### src/sv/dsc_pkg.sv
// Shared constants, field layouts and control structs of the decimating scope capture.
// No dependencies.
package dsc_pkg;

    localparam int RING_DEPTH   = 128;
    localparam int FRAME_LEN    = 256;
    localparam int CONV_RATE_HZ = 20000;
    localparam int FRAME_US     = FRAME_LEN * 1000000 / CONV_RATE_HZ;

    localparam int RAW_W    = 12;
    localparam int POS_W    = 8;
    localparam int IDX_W    = $clog2(RING_DEPTH);
    localparam int VAL_W    = 7;
    localparam int PERIOD_W = 20;
    localparam int SKIP_W   = 7;
    localparam int SKIP_MAX = 127;
    localparam int TAKE_W   = $clog2(FRAME_LEN + 1);
    localparam int DIV_W    = PERIOD_W;
    localparam int DIV_CNT_W = $clog2(DIV_W);

    // floor(p / FRAME_US) = ((p >> RATIO_SHIFT) * RATIO_MUL) >> RATIO_MUL_SHIFT for any period p
    localparam int RATIO_SHIFT     = 9;
    localparam int RATIO_DIV       = FRAME_US >> RATIO_SHIFT;
    localparam int RATIO_MUL_SHIFT = 15;
    localparam int RATIO_MUL       = ((1 << RATIO_MUL_SHIFT) + RATIO_DIV - 1) / RATIO_DIV;
    localparam int RATIO_HI_W      = PERIOD_W - RATIO_SHIFT;
    localparam int RATIO_PROD_W    = RATIO_HI_W + RATIO_MUL_SHIFT;

    localparam int SCALE_SHIFT = VAL_W - 1;
    localparam int SCALE_DIV   = (1 << RAW_W) - 1;
    localparam int SCALE_BIAS  = (1 << VAL_W) - 32;

    localparam int CFG_ADDR_W = 1;
    localparam logic [CFG_ADDR_W-1:0] REG_PERIOD = 1'b0;
    localparam logic [CFG_ADDR_W-1:0] REG_ENABLE = 1'b1;

    localparam logic ACT_SAMPLE  = 1'b0;
    localparam logic ACT_READ    = 1'b1;
    localparam logic KIND_STORED = 1'b0;
    localparam logic KIND_READ   = 1'b1;

    localparam int IN_DATA_W  = 32;
    localparam int RAW_LSB    = 0;
    localparam int POS_LSB    = RAW_LSB + RAW_W;
    localparam int RIDX_LSB   = POS_LSB + POS_W;

    localparam int OUT_DATA_W   = 24;
    localparam int VAL_LSB      = 0;
    localparam int ENTRY_LSB    = VAL_LSB + VAL_W;
    localparam int NEXT_LSB     = ENTRY_LSB + IDX_W;
    localparam int OUT_USED_W   = NEXT_LSB + IDX_W;

    localparam int QUEUE_DEPTH = 4;
    localparam int QPTR_W      = $clog2(QUEUE_DEPTH);

    typedef struct packed {
        logic                 enable;
        logic                 skip_mode;
        logic [SKIP_W-1:0]    skip;
        logic                 busy;
        logic                 clr_frames;
        logic [FRAME_LEN-1:0] keep_mask;
    } cfg_ctl_t;

    typedef struct packed {
        logic             is_read;
        logic [VAL_W-1:0] value;
        logic [IDX_W-1:0] index;
    } op_t;

endpackage

### src/sv/dsc_ram.sv
// Generic single-write, single-read RAM with registered read data.
// No dependencies.
module dsc_ram #(
    parameter int WIDTH = 8,
    parameter int DEPTH = 16
) (
    input  logic                     aclk,
    input  logic                     we,
    input  logic [$clog2(DEPTH)-1:0] waddr,
    input  logic [WIDTH-1:0]         wdata,
    input  logic                     re,
    input  logic [$clog2(DEPTH)-1:0] raddr,
    output logic [WIDTH-1:0]         rd_data
);

    logic [WIDTH-1:0] mem_reg [DEPTH];
    logic [WIDTH-1:0] rd_data_reg;

    always_ff @(posedge aclk) begin
        if (we) begin
            mem_reg[waddr] <= wdata;
        end
        if (re) begin
            rd_data_reg <= mem_reg[raddr];
        end
    end

    assign rd_data = rd_data_reg;

endmodule

### src/sv/dsc_cfg.sv
// Configuration registers and the sequencer that derives skip, take, stride and keep mask.
// Depends on dsc_pkg; uses one shared restoring divider for take and stride.
module dsc_cfg (
    input  logic                            aclk,
    input  logic                            aresetn,
    input  logic                            cfg_we,
    input  logic [dsc_pkg::CFG_ADDR_W-1:0]  cfg_addr,
    input  logic [dsc_pkg::PERIOD_W-1:0]    cfg_wdata,
    output dsc_pkg::cfg_ctl_t               ctl
);

    typedef enum logic [3:0] {
        ST_IDLE   = 4'b0001,
        ST_TAKE   = 4'b0010,
        ST_STRIDE = 4'b0100,
        ST_FILL   = 4'b1000
    } cfg_state_t;

    cfg_state_t state_reg, state_next;
    logic enable_reg, enable_next;
    logic skip_mode_reg, skip_mode_next;
    logic [dsc_pkg::SKIP_W-1:0] skip_reg, skip_next;
    logic [dsc_pkg::FRAME_LEN-1:0] mask_reg, mask_next;
    logic [dsc_pkg::TAKE_W-1:0] take_reg, take_next;
    logic [dsc_pkg::TAKE_W-1:0] stride_reg, stride_next;
    logic [dsc_pkg::TAKE_W-1:0] acc_reg, acc_next;
    logic [dsc_pkg::TAKE_W-1:0] fill_cnt_reg, fill_cnt_next;
    logic [dsc_pkg::DIV_W-1:0] div_rem_reg, div_rem_next;
    logic [dsc_pkg::DIV_W-1:0] div_quo_reg, div_quo_next;
    logic [dsc_pkg::DIV_W-1:0] div_den_reg, div_den_next;
    logic [dsc_pkg::DIV_CNT_W-1:0] div_cnt_reg, div_cnt_next;

    logic [dsc_pkg::DIV_W:0]   div_shift;
    logic [dsc_pkg::DIV_W+1:0] div_trial;
    logic                      div_bit;
    logic [dsc_pkg::DIV_W-1:0] div_rem_step;
    logic [dsc_pkg::DIV_W-1:0] div_quo_step;
    logic                      div_last;
    logic [dsc_pkg::RATIO_PROD_W-1:0] ratio_prod;
    logic [dsc_pkg::RATIO_HI_W-1:0]   ratio;
    logic [dsc_pkg::RATIO_HI_W-1:0]   ratio_m1;
    logic [dsc_pkg::SKIP_W-1:0] skip_val;
    logic [dsc_pkg::TAKE_W-1:0] take_val;
    logic [dsc_pkg::PERIOD_W-1:0] period_eff;
    logic period_wr;

    assign period_wr  = cfg_we && (cfg_addr == dsc_pkg::REG_PERIOD);
    assign period_eff = (cfg_wdata == '0) ? dsc_pkg::PERIOD_W'(1) : cfg_wdata;

    assign div_shift    = {div_rem_reg, div_quo_reg[dsc_pkg::DIV_W-1]};
    assign div_trial    = {1'b0, div_shift} - {2'b00, div_den_reg};
    assign div_bit      = !div_trial[dsc_pkg::DIV_W+1];
    assign div_rem_step = div_bit ? div_trial[dsc_pkg::DIV_W-1:0]
                                  : div_shift[dsc_pkg::DIV_W-1:0];
    assign div_quo_step = {div_quo_reg[dsc_pkg::DIV_W-2:0], div_bit};
    assign div_last     = (div_cnt_reg == '0);

    assign ratio_prod = dsc_pkg::RATIO_PROD_W'(period_eff[dsc_pkg::PERIOD_W-1:dsc_pkg::RATIO_SHIFT])
                        * dsc_pkg::RATIO_PROD_W'(dsc_pkg::RATIO_MUL);
    assign ratio    = ratio_prod[dsc_pkg::RATIO_PROD_W-1:dsc_pkg::RATIO_MUL_SHIFT];
    assign ratio_m1 = ratio - dsc_pkg::RATIO_HI_W'(1);
    assign skip_val = (ratio == '0) ? '0 :
                      (ratio_m1 > dsc_pkg::RATIO_HI_W'(dsc_pkg::SKIP_MAX))
                          ? dsc_pkg::SKIP_W'(dsc_pkg::SKIP_MAX)
                          : ratio_m1[dsc_pkg::SKIP_W-1:0];
    assign take_val = (div_quo_step == '0) ? dsc_pkg::TAKE_W'(1) :
                      (div_quo_step > dsc_pkg::DIV_W'(dsc_pkg::FRAME_LEN))
                          ? dsc_pkg::TAKE_W'(dsc_pkg::FRAME_LEN)
                          : div_quo_step[dsc_pkg::TAKE_W-1:0];

    always_comb begin
        state_next     = state_reg;
        enable_next    = enable_reg;
        skip_mode_next = skip_mode_reg;
        skip_next      = skip_reg;
        mask_next      = mask_reg;
        take_next      = take_reg;
        stride_next    = stride_reg;
        acc_next       = acc_reg;
        fill_cnt_next  = fill_cnt_reg;
        div_rem_next   = div_rem_reg;
        div_quo_next   = div_quo_reg;
        div_den_next   = div_den_reg;
        div_cnt_next   = div_cnt_reg;

        if (cfg_we && (cfg_addr == dsc_pkg::REG_ENABLE)) begin
            enable_next = cfg_wdata[0];
        end

        if (state_reg == ST_TAKE || state_reg == ST_STRIDE) begin
            div_rem_next = div_rem_step;
            div_quo_next = div_quo_step;
            div_cnt_next = div_cnt_reg - dsc_pkg::DIV_CNT_W'(1);
        end

        case (state_reg)
            ST_IDLE: begin
                state_next = ST_IDLE;
            end
            ST_TAKE: begin
                if (div_last) begin
                    take_next    = take_val;
                    div_rem_next = '0;
                    div_quo_next = dsc_pkg::DIV_W'(dsc_pkg::FRAME_LEN);
                    div_den_next = dsc_pkg::DIV_W'(take_val);
                    div_cnt_next = dsc_pkg::DIV_CNT_W'(dsc_pkg::DIV_W - 1);
                    state_next   = ST_STRIDE;
                end
            end
            ST_STRIDE: begin
                if (div_last) begin
                    stride_next   = div_quo_step[dsc_pkg::TAKE_W-1:0];
                    mask_next     = '0;
                    acc_next      = '0;
                    fill_cnt_next = '0;
                    state_next    = ST_FILL;
                end
            end
            ST_FILL: begin
                mask_next[acc_reg[dsc_pkg::POS_W-1:0]] = 1'b1;
                acc_next      = acc_reg + stride_reg;
                fill_cnt_next = fill_cnt_reg + dsc_pkg::TAKE_W'(1);
                if (fill_cnt_reg == take_reg - dsc_pkg::TAKE_W'(1)) begin
                    state_next = ST_IDLE;
                end
            end
            default: begin
                state_next = ST_IDLE;
            end
        endcase

        if (period_wr) begin
            skip_mode_next = period_eff > dsc_pkg::PERIOD_W'(dsc_pkg::FRAME_US);
            skip_next      = skip_val;
            div_rem_next   = '0;
            div_quo_next   = dsc_pkg::DIV_W'(dsc_pkg::FRAME_US);
            div_den_next   = period_eff;
            div_cnt_next   = dsc_pkg::DIV_CNT_W'(dsc_pkg::DIV_W - 1);
            state_next     = ST_TAKE;
        end
    end

    always_ff @(posedge aclk) begin
        if (!aresetn) begin
            state_reg     <= ST_IDLE;
            enable_reg    <= 1'b0;
            skip_mode_reg <= 1'b0;
            skip_reg      <= '0;
            mask_reg      <= '1;
        end else begin
            state_reg     <= state_next;
            enable_reg    <= enable_next;
            skip_mode_reg <= skip_mode_next;
            skip_reg      <= skip_next;
            mask_reg      <= mask_next;
        end
        take_reg     <= take_next;
        stride_reg   <= stride_next;
        acc_reg      <= acc_next;
        fill_cnt_reg <= fill_cnt_next;
        div_rem_reg  <= div_rem_next;
        div_quo_reg  <= div_quo_next;
        div_den_reg  <= div_den_next;
        div_cnt_reg  <= div_cnt_next;
    end

    always_comb begin
        ctl            = '0;
        ctl.enable     = enable_reg;
        ctl.skip_mode  = skip_mode_reg;
        ctl.skip       = skip_reg;
        ctl.busy       = (state_reg != ST_IDLE);
        ctl.clr_frames = period_wr;
        ctl.keep_mask  = mask_reg;
    end

endmodule

### src/sv/dsc_queue.sv
// Short operation queue between the classifying front end and the ring back end.
// Depends on dsc_pkg.
module dsc_queue (
    input  logic         aclk,
    input  logic         aresetn,
    input  logic         push,
    input  dsc_pkg::op_t push_op,
    output logic         full,
    input  logic         pop,
    output dsc_pkg::op_t pop_op,
    output logic         empty
);

    dsc_pkg::op_t slot_reg [dsc_pkg::QUEUE_DEPTH];
    logic [dsc_pkg::QPTR_W-1:0] wr_ptr_reg, wr_ptr_next;
    logic [dsc_pkg::QPTR_W-1:0] rd_ptr_reg, rd_ptr_next;
    logic [dsc_pkg::QPTR_W:0]   count_reg, count_next;

    assign full   = (count_reg == (dsc_pkg::QPTR_W + 1)'(dsc_pkg::QUEUE_DEPTH));
    assign empty  = (count_reg == '0);
    assign pop_op = slot_reg[rd_ptr_reg];

    always_comb begin
        wr_ptr_next = push ? wr_ptr_reg + dsc_pkg::QPTR_W'(1) : wr_ptr_reg;
        rd_ptr_next = pop  ? rd_ptr_reg + dsc_pkg::QPTR_W'(1) : rd_ptr_reg;
        count_next  = count_reg;
        if (push && !pop) begin
            count_next = count_reg + (dsc_pkg::QPTR_W + 1)'(1);
        end else if (pop && !push) begin
            count_next = count_reg - (dsc_pkg::QPTR_W + 1)'(1);
        end
    end

    always_ff @(posedge aclk) begin
        if (!aresetn) begin
            wr_ptr_reg <= '0;
            rd_ptr_reg <= '0;
            count_reg  <= '0;
        end else begin
            wr_ptr_reg <= wr_ptr_next;
            rd_ptr_reg <= rd_ptr_next;
            count_reg  <= count_next;
        end
        if (push) begin
            slot_reg[wr_ptr_reg] <= push_op;
        end
    end

endmodule

### src/sv/dsc_front.sv
// Front end: accepts input words, counts frames, selects samples and scales them.
// Depends on dsc_pkg; feeds dsc_queue.
module dsc_front (
    input  logic                          aclk,
    input  logic                          aresetn,
    input  logic                          s_tvalid,
    output logic                          s_tready,
    input  logic [dsc_pkg::IN_DATA_W-1:0] s_tdata,
    input  logic                          s_tuser,
    input  dsc_pkg::cfg_ctl_t             ctl,
    input  logic                          hold,
    input  logic                          q_full,
    output logic                          q_push,
    output dsc_pkg::op_t                  q_op
);

    logic [dsc_pkg::SKIP_W-1:0] frame_cnt_reg, frame_cnt_next;

    logic [dsc_pkg::RAW_W-1:0] raw;
    logic [dsc_pkg::POS_W-1:0] pos;
    logic [dsc_pkg::IDX_W-1:0] ridx;
    logic accept, is_read, in_frame, frame_start, skip_hit, keep, counted;
    logic [dsc_pkg::RAW_W-dsc_pkg::SCALE_SHIFT-1:0] raw_hi;
    logic [dsc_pkg::RAW_W:0] low_sum;
    logic [dsc_pkg::VAL_W-1:0] quot;

    assign raw  = s_tdata[dsc_pkg::RAW_LSB +: dsc_pkg::RAW_W];
    assign pos  = s_tdata[dsc_pkg::POS_LSB +: dsc_pkg::POS_W];
    assign ridx = s_tdata[dsc_pkg::RIDX_LSB +: dsc_pkg::IDX_W];

    assign s_tready = !hold && !ctl.busy && !q_full;
    assign accept   = s_tvalid && s_tready;
    assign is_read  = (s_tuser == dsc_pkg::ACT_READ);

    assign in_frame    = ({1'b0, pos} < dsc_pkg::TAKE_W'(dsc_pkg::FRAME_LEN));
    assign frame_start = (pos == '0);
    assign skip_hit    = (frame_cnt_reg >= ctl.skip);
    assign keep        = ctl.skip_mode ? (frame_start && skip_hit) : ctl.keep_mask[pos];
    assign counted     = accept && !is_read && ctl.enable && in_frame
                         && ctl.skip_mode && frame_start;

    // floor(x*64/4095) = hi + (lo*64 + hi >= 4095), hi = x>>6, lo = x mod 64
    assign raw_hi  = raw[dsc_pkg::RAW_W-1:dsc_pkg::SCALE_SHIFT];
    assign low_sum = {1'b0, raw[dsc_pkg::SCALE_SHIFT-1:0], dsc_pkg::SCALE_SHIFT'(0)}
                     + (dsc_pkg::RAW_W + 1)'(raw_hi);
    assign quot    = dsc_pkg::VAL_W'(raw_hi)
                     + dsc_pkg::VAL_W'(low_sum >= (dsc_pkg::RAW_W + 1)'(dsc_pkg::SCALE_DIV));

    assign q_push = accept && (is_read || (ctl.enable && in_frame && keep));

    always_comb begin
        q_op         = '0;
        q_op.is_read = is_read;
        q_op.value   = quot + dsc_pkg::VAL_W'(dsc_pkg::SCALE_BIAS);
        q_op.index   = ridx;
    end

    always_comb begin
        frame_cnt_next = frame_cnt_reg;
        if (ctl.clr_frames) begin
            frame_cnt_next = '0;
        end else if (counted) begin
            frame_cnt_next = skip_hit ? '0 : frame_cnt_reg + dsc_pkg::SKIP_W'(1);
        end
    end

    always_ff @(posedge aclk) begin
        if (!aresetn) begin
            frame_cnt_reg <= '0;
        end else begin
            frame_cnt_reg <= frame_cnt_next;
        end
    end

endmodule

### src/sv/dsc_back.sv
// Back end: clears the ring after reset, writes stored samples, answers reads.
// Depends on dsc_pkg and dsc_ram; drains dsc_queue into the output register.
module dsc_back (
    input  logic                           aclk,
    input  logic                           aresetn,
    input  logic                           q_empty,
    input  dsc_pkg::op_t                   q_op,
    output logic                           q_pop,
    output logic                           clearing,
    output logic                           m_tvalid,
    input  logic                           m_tready,
    output logic [dsc_pkg::OUT_DATA_W-1:0] m_tdata,
    output logic                           m_tuser
);

    logic clearing_reg, clearing_next;
    logic [dsc_pkg::IDX_W-1:0] clr_cnt_reg, clr_cnt_next;
    logic [dsc_pkg::IDX_W-1:0] wp_reg, wp_next;

    logic s1_valid_reg, s1_valid_next;
    logic s1_kind_reg;
    logic [dsc_pkg::VAL_W-1:0] s1_value_reg;
    logic [dsc_pkg::IDX_W-1:0] s1_entry_reg;
    logic [dsc_pkg::IDX_W-1:0] s1_next_reg;

    logic out_valid_reg, out_valid_next;
    logic out_kind_reg;
    logic [dsc_pkg::VAL_W-1:0] out_value_reg;
    logic [dsc_pkg::IDX_W-1:0] out_entry_reg;
    logic [dsc_pkg::IDX_W-1:0] out_next_reg;

    logic s1_adv, issue;
    logic ram_we, ram_re;
    logic [dsc_pkg::IDX_W-1:0] ram_waddr;
    logic [dsc_pkg::VAL_W-1:0] ram_wdata, ram_rdata;
    logic [dsc_pkg::IDX_W-1:0] wp_inc;

    assign s1_adv = !out_valid_reg || m_tready;
    assign issue  = !clearing_reg && !q_empty && (!s1_valid_reg || s1_adv);
    assign q_pop  = issue;
    assign wp_inc = wp_reg + dsc_pkg::IDX_W'(1);

    assign ram_we    = clearing_reg || (issue && !q_op.is_read);
    assign ram_waddr = clearing_reg ? clr_cnt_reg : wp_reg;
    assign ram_wdata = clearing_reg ? '0 : q_op.value;
    assign ram_re    = issue && q_op.is_read;

    dsc_ram #(
        .WIDTH (dsc_pkg::VAL_W),
        .DEPTH (dsc_pkg::RING_DEPTH)
    ) u_ring (
        .aclk    (aclk),
        .we      (ram_we),
        .waddr   (ram_waddr),
        .wdata   (ram_wdata),
        .re      (ram_re),
        .raddr   (q_op.index),
        .rd_data (ram_rdata)
    );

    always_comb begin
        clearing_next = clearing_reg;
        clr_cnt_next  = clr_cnt_reg;
        if (clearing_reg) begin
            clr_cnt_next = clr_cnt_reg + dsc_pkg::IDX_W'(1);
            if (clr_cnt_reg == dsc_pkg::IDX_W'(dsc_pkg::RING_DEPTH - 1)) begin
                clearing_next = 1'b0;
            end
        end
        wp_next = (issue && !q_op.is_read) ? wp_inc : wp_reg;
        if (issue) begin
            s1_valid_next = 1'b1;
        end else if (s1_adv) begin
            s1_valid_next = 1'b0;
        end else begin
            s1_valid_next = s1_valid_reg;
        end
        if (s1_valid_reg && s1_adv) begin
            out_valid_next = 1'b1;
        end else if (m_tready) begin
            out_valid_next = 1'b0;
        end else begin
            out_valid_next = out_valid_reg;
        end
    end

    always_ff @(posedge aclk) begin
        if (!aresetn) begin
            clearing_reg  <= 1'b1;
            clr_cnt_reg   <= '0;
            wp_reg        <= '0;
            s1_valid_reg  <= 1'b0;
            out_valid_reg <= 1'b0;
        end else begin
            clearing_reg  <= clearing_next;
            clr_cnt_reg   <= clr_cnt_next;
            wp_reg        <= wp_next;
            s1_valid_reg  <= s1_valid_next;
            out_valid_reg <= out_valid_next;
        end
        if (issue) begin
            s1_kind_reg  <= q_op.is_read ? dsc_pkg::KIND_READ : dsc_pkg::KIND_STORED;
            s1_value_reg <= q_op.value;
            s1_entry_reg <= q_op.is_read ? q_op.index : wp_reg;
            s1_next_reg  <= q_op.is_read ? wp_reg : wp_inc;
        end
        if (s1_valid_reg && s1_adv) begin
            out_kind_reg  <= s1_kind_reg;
            out_value_reg <= (s1_kind_reg == dsc_pkg::KIND_READ) ? ram_rdata : s1_value_reg;
            out_entry_reg <= s1_entry_reg;
            out_next_reg  <= s1_next_reg;
        end
    end

    assign clearing = clearing_reg;
    assign m_tvalid = out_valid_reg;
    assign m_tuser  = out_kind_reg;
    assign m_tdata  = {(dsc_pkg::OUT_DATA_W - dsc_pkg::OUT_USED_W)'(0),
                       out_next_reg, out_entry_reg, out_value_reg};

endmodule

### src/sv/decimating_scope_capture.sv
// Decimating scope capture: converter samples in, ring store reports and read answers out.
// Input words: s_tuser = 0 for a sample, 1 for a read of ring entry read_index.
// A kept sample is scaled to floor(x*64/4095)-32, written at the write position and
// reported; every read is answered with the stored value. Results leave on the m_ channel,
// m_tuser = 0 for a stored sample, 1 for a read answer.
// Throughput: one input word per cycle while s_tready is high.
// A four-entry queue separates the front end from the ring RAM, and a registered output
// stage lets a new word enter while a result still waits: when m_tready stays low the
// queue fills and s_tready drops once six results are pending.
// After reset the ring RAM is cleared one entry per cycle, with s_tready low throughout.
// Writing sample_period_us derives the skip count at once, runs the shared divider twice
// (for take, then for stride) and then fills the keep mask one position per cycle,
// during all of which s_tready is low. Configuration writes are taken on
// any cycle; a period write restarts the derivation.
// Depends on dsc_pkg, dsc_cfg, dsc_front, dsc_queue, dsc_back and dsc_ram.
module decimating_scope_capture (
    input  logic                            aclk,
    input  logic                            aresetn,
    input  logic                            s_tvalid,
    output logic                            s_tready,
    // raw_sample[11:0], frame_position[19:12], read_index[26:20], zero pad
    input  logic [dsc_pkg::IN_DATA_W-1:0]   s_tdata,
    // action
    input  logic                            s_tuser,
    output logic                            m_tvalid,
    input  logic                            m_tready,
    // scaled_value[6:0], entry_position[13:7], next_write_position[20:14], zero pad
    output logic [dsc_pkg::OUT_DATA_W-1:0]  m_tdata,
    // result_kind
    output logic                            m_tuser,
    input  logic                            cfg_we,
    input  logic [dsc_pkg::CFG_ADDR_W-1:0]  cfg_addr,
    input  logic [dsc_pkg::PERIOD_W-1:0]    cfg_wdata
);

    dsc_pkg::cfg_ctl_t ctl;
    dsc_pkg::op_t      push_op;
    dsc_pkg::op_t      pop_op;
    logic q_push, q_full, q_pop, q_empty, clearing;

    dsc_cfg u_cfg (
        .aclk      (aclk),
        .aresetn   (aresetn),
        .cfg_we    (cfg_we),
        .cfg_addr  (cfg_addr),
        .cfg_wdata (cfg_wdata),
        .ctl       (ctl)
    );

    dsc_front u_front (
        .aclk     (aclk),
        .aresetn  (aresetn),
        .s_tvalid (s_tvalid),
        .s_tready (s_tready),
        .s_tdata  (s_tdata),
        .s_tuser  (s_tuser),
        .ctl      (ctl),
        .hold     (clearing),
        .q_full   (q_full),
        .q_push   (q_push),
        .q_op     (push_op)
    );

    dsc_queue u_queue (
        .aclk    (aclk),
        .aresetn (aresetn),
        .push    (q_push),
        .push_op (push_op),
        .full    (q_full),
        .pop     (q_pop),
        .pop_op  (pop_op),
        .empty   (q_empty)
    );

    dsc_back u_back (
        .aclk     (aclk),
        .aresetn  (aresetn),
        .q_empty  (q_empty),
        .q_op     (pop_op),
        .q_pop    (q_pop),
        .clearing (clearing),
        .m_tvalid (m_tvalid),
        .m_tready (m_tready),
        .m_tdata  (m_tdata),
        .m_tuser  (m_tuser)
    );

endmodule

### config.mk
export PLATFORM = sky130hd
export DESIGN_NAME = decimating_scope_capture
export DESIGN_NICKNAME = d
export VERILOG_FILES = /design/src/sv/dsc_pkg.sv /design/src/sv/dsc_ram.sv /design/src/sv/dsc_cfg.sv /design/src/sv/dsc_queue.sv /design/src/sv/dsc_front.sv /design/src/sv/dsc_back.sv /design/src/sv/decimating_scope_capture.sv
export SDC_FILE = /design/constraint.sdc
export NUM_CORES = 2
export LEC_CHECK = 0
export ABC_AREA = 1
export BUFFER_PORTS_ARGS = -buffer_cell sky130_fd_sc_hd__clkbuf_2
export CORE_MARGIN = 4
export CORE_UTILIZATION = 57
export CTS_CLUSTER_SIZE = 16
export DETAILED_ROUTE_END_ITERATION = 8
export GPL_ROUTABILITY_DRIVEN = 0
export GPL_TIMING_DRIVEN = 1
export PLACE_DENSITY = 0.85
export SLEW_MARGIN = 20
export SYNTH_ARGS = -nofsm -noshare
export SYNTH_HDL_FRONTEND = slang
export SYNTH_SLANG_ARGS = --single-unit
### constraint.sdc
create_clock -name aclk -period 6.13 [get_ports aclk]
set_input_delay 0.9195 -clock aclk [delete_from_list [all_inputs] [get_ports aclk]]
set_output_delay 0.9195 -clock aclk [all_outputs]
set_load 0.02 [all_outputs]
==> results.json <==
{
  "required_ns": 6.82,
  "cp_common_cell": "nand2_1",
  "grt_pass1_wl_um": 245000,
  "fin_crit_sh_pct": 95.0,
  "grt-ovfl-total": 0,
  "syn_inst": 5965,
  "relSlewSlack_pct": 16.1,
  "wirelength_um": 160000,
  "dr_total_vias": 46400,
  "maxCapViolCount": 0,
  "avgViaCountPerCell": 6.19,
  "grt_pass1_vias": 44300,
  "hp-class": "in -> reg",
  "syn_avg_cell_area_um2": 10.6,
  "worst_slew_pin_slew_ns": 1.26,
  "die-width_um": 341,
  "final_cell_mix": "edfxtp_1, nand2_1, inv_1, nor2_1, o21ai_0",
  "cts.sinks": 1408,
  "finalCriticalPeriod_ns": 5.82,
  "core.rowCount": 121,
  "cts_tree": "yes",
  "setup_ws_ns": 0.309,
  "crit_family": "adder cells",
  "hold_slack_ns": 0.383,
  "core-area_um2": 109000,
  "ys_seq_area_share_pct": 61.4,
  "placed_area_um2": 65000,
  "layoutNonFillerInstCount": 7508,
  "status": "completed",
  "powerDensity_nw_per_um2": 293,
  "startpoint": "cfg_wdata[18]",
  "synth_warnings": 0,
  "clk_latency_ns": 0.76,
  "synth_edf_count": 1061,
  "route.detailed.drc": 0,
  "irDropWorstVdd_mv": 0.297,
  "crit_buf_inv": 8,
  "fin_skew_ns": 0.0343,
  "h-tree-depth": 4,
  "start_util_pct": 57.8,
  "dp_hpwl_um": 94200,
  "largest_reg_flops": 896,
  "p_leak_uw": 0.0272,
  "placed_cells": 7251,
  "crit_path_max_fanout": 5,
  "drtIter0Drc": 6569,
  "setup_viol_count_final": 0,
  "drv_slew": 0,
  "ys_seq_elements": 1408,
  "crit_type": "in -> reg",
  "ys_types": 61,
  "ant_nets": 0,
  "fillers": 7680,
  "hold_buffers": 0,
  "drt-pass1-iter-count": 6,
  "finalPower_uw": 20300,
  "final_common_cell": "edfxtp_1",
  "io_buffers": 77,
  "multiInputGateArea_um2": 20400,
  "io_pins": 86,
  "arrival_ns": 6.51,
  "track_usage_pct": 26.6,
  "wire_per_inst_um": 21.3,
  "crit_path_end_kind": "register",
  "fp.dieH_um": 341,
  "final_area_um2": 69300,
  "area_growth_pct": 9.62,
  "seq_area_um2": 38800,
  "cts_buffer_depth": 3,
  "root_buffer": "clkbuf_16",
  "startpoint_type": "primary input",
  "hold_viol": 0,
  "final_nets": 6150,
  "crit_path_top_delay_cell": "fa_1",
  "path_clk_slew_ns": 0.06,
  "synth_ff_type": "edfxtp_1",
  "worstHoldStart": "s_tdata[24]",
  "antenna_found_initial": 11,
  "synth-async-reset-ratio_pct": 0,
  "clock.fmax_mhz": 172,
  "place_ws_ns": -0.388,
  "syn_area_um2": 63200,
  "drive_gt1_share_pct": 9.25,
  "grt_max_degree": 211,
  "cts-buffers-inserted": 138,
  "dieArea_um2": 116000,
  "crit_path_max_incr_delay_ns": 0.57
}
[final timing paths]
check | end | cells after the start | slack (ns)
max | u_cfg.skip_reg[1] | 35 | 0.31
min | u_queue.slot_reg[1][4] | 1 | 0.38
max reg2reg | u_back.u_ring.mem_reg[76][6] | 13 | 1.57
min reg2reg | u_back.out_entry_reg[2] | 0 | 0.40
[power breakdown]
part           internal, uW  switching [uW]
registers             10200            25.0
clock network          4540            3600
logic                   774            1180
[routing by layer]
layer  up-vias  wire [um]  GRT usage (%)
met5         -         37              0
met4         2       8390           13.7
met3       579      17800           5.50
met2      2933      73700           41.9
met1     22000      59600           35.0
li1      20900          -              -
[timing repair]
action / 4_1_cts / 5_1_grt
buffers inserted: 0 / 1
endpoints found under the setup margin: 0 / 7
gates resized for setup: 0 / 7
[layout make-up]
type,instances,area share (%)
sequential,1408,56.0
multi-input combinational,3509,29.4
clock buffer,188,5.42
inverter,670,3.67
tap,1476,2.66
timing repair buffer,189,2.02
clock inverter,59,0.783
antenna,9,0.0325
[synth_stat cells, types with 127 or more instances]
| cell type | n | area share [%] |
|---|---|---|
| clkbuf_1 | 204 | 1.2 |
| o211ai_1 | 449 | 5.3 |
| dfxtp_1 | 347 | 11 |
| edfxtp_1 | 1061 | 50 |
| o221ai_1 | 178 | 2.5 |
| nand3_1 | 200 | 1.6 |
| a21oi_1 | 149 | 1.2 |
| buf_2 | 127 | 1.0 |
| inv_1 | 657 | 3.9 |
| ha_1 | 136 | 2.7 |
| nand2_1 | 820 | 4.9 |
| o21ai_0 | 481 | 3.8 |
| nor2_1 | 571 | 3.4 |
[cell families after synthesis]
| family | Yosys count | share of synthesized area, % |
|---|---|---|
| mux | 7 | 0.125 |
| xor+xnor | 46 | 0.637 |
| flops | 1408 | 61.4 |
| simple gates | 1822 | 12.1 |
| fa+ha+maj | 175 | 3.93 |
| compound gates | 1456 | 15.0 |
| other cells | 1 | 0.00593 |
| buf+inv | 1050 | 6.82 |
[per-stage QoR]
stage	TNS (ns)	utilization (%)
2_1_floorplan	0	-
3_3_place_gp	-1.22	59.3
3_5_place_dp	-2.37	59.3
4_1_cts	0	63.3
5_1_grt	-0.214	63.3
6_report	0	63.3
Power figures use the tool's default switching activity.
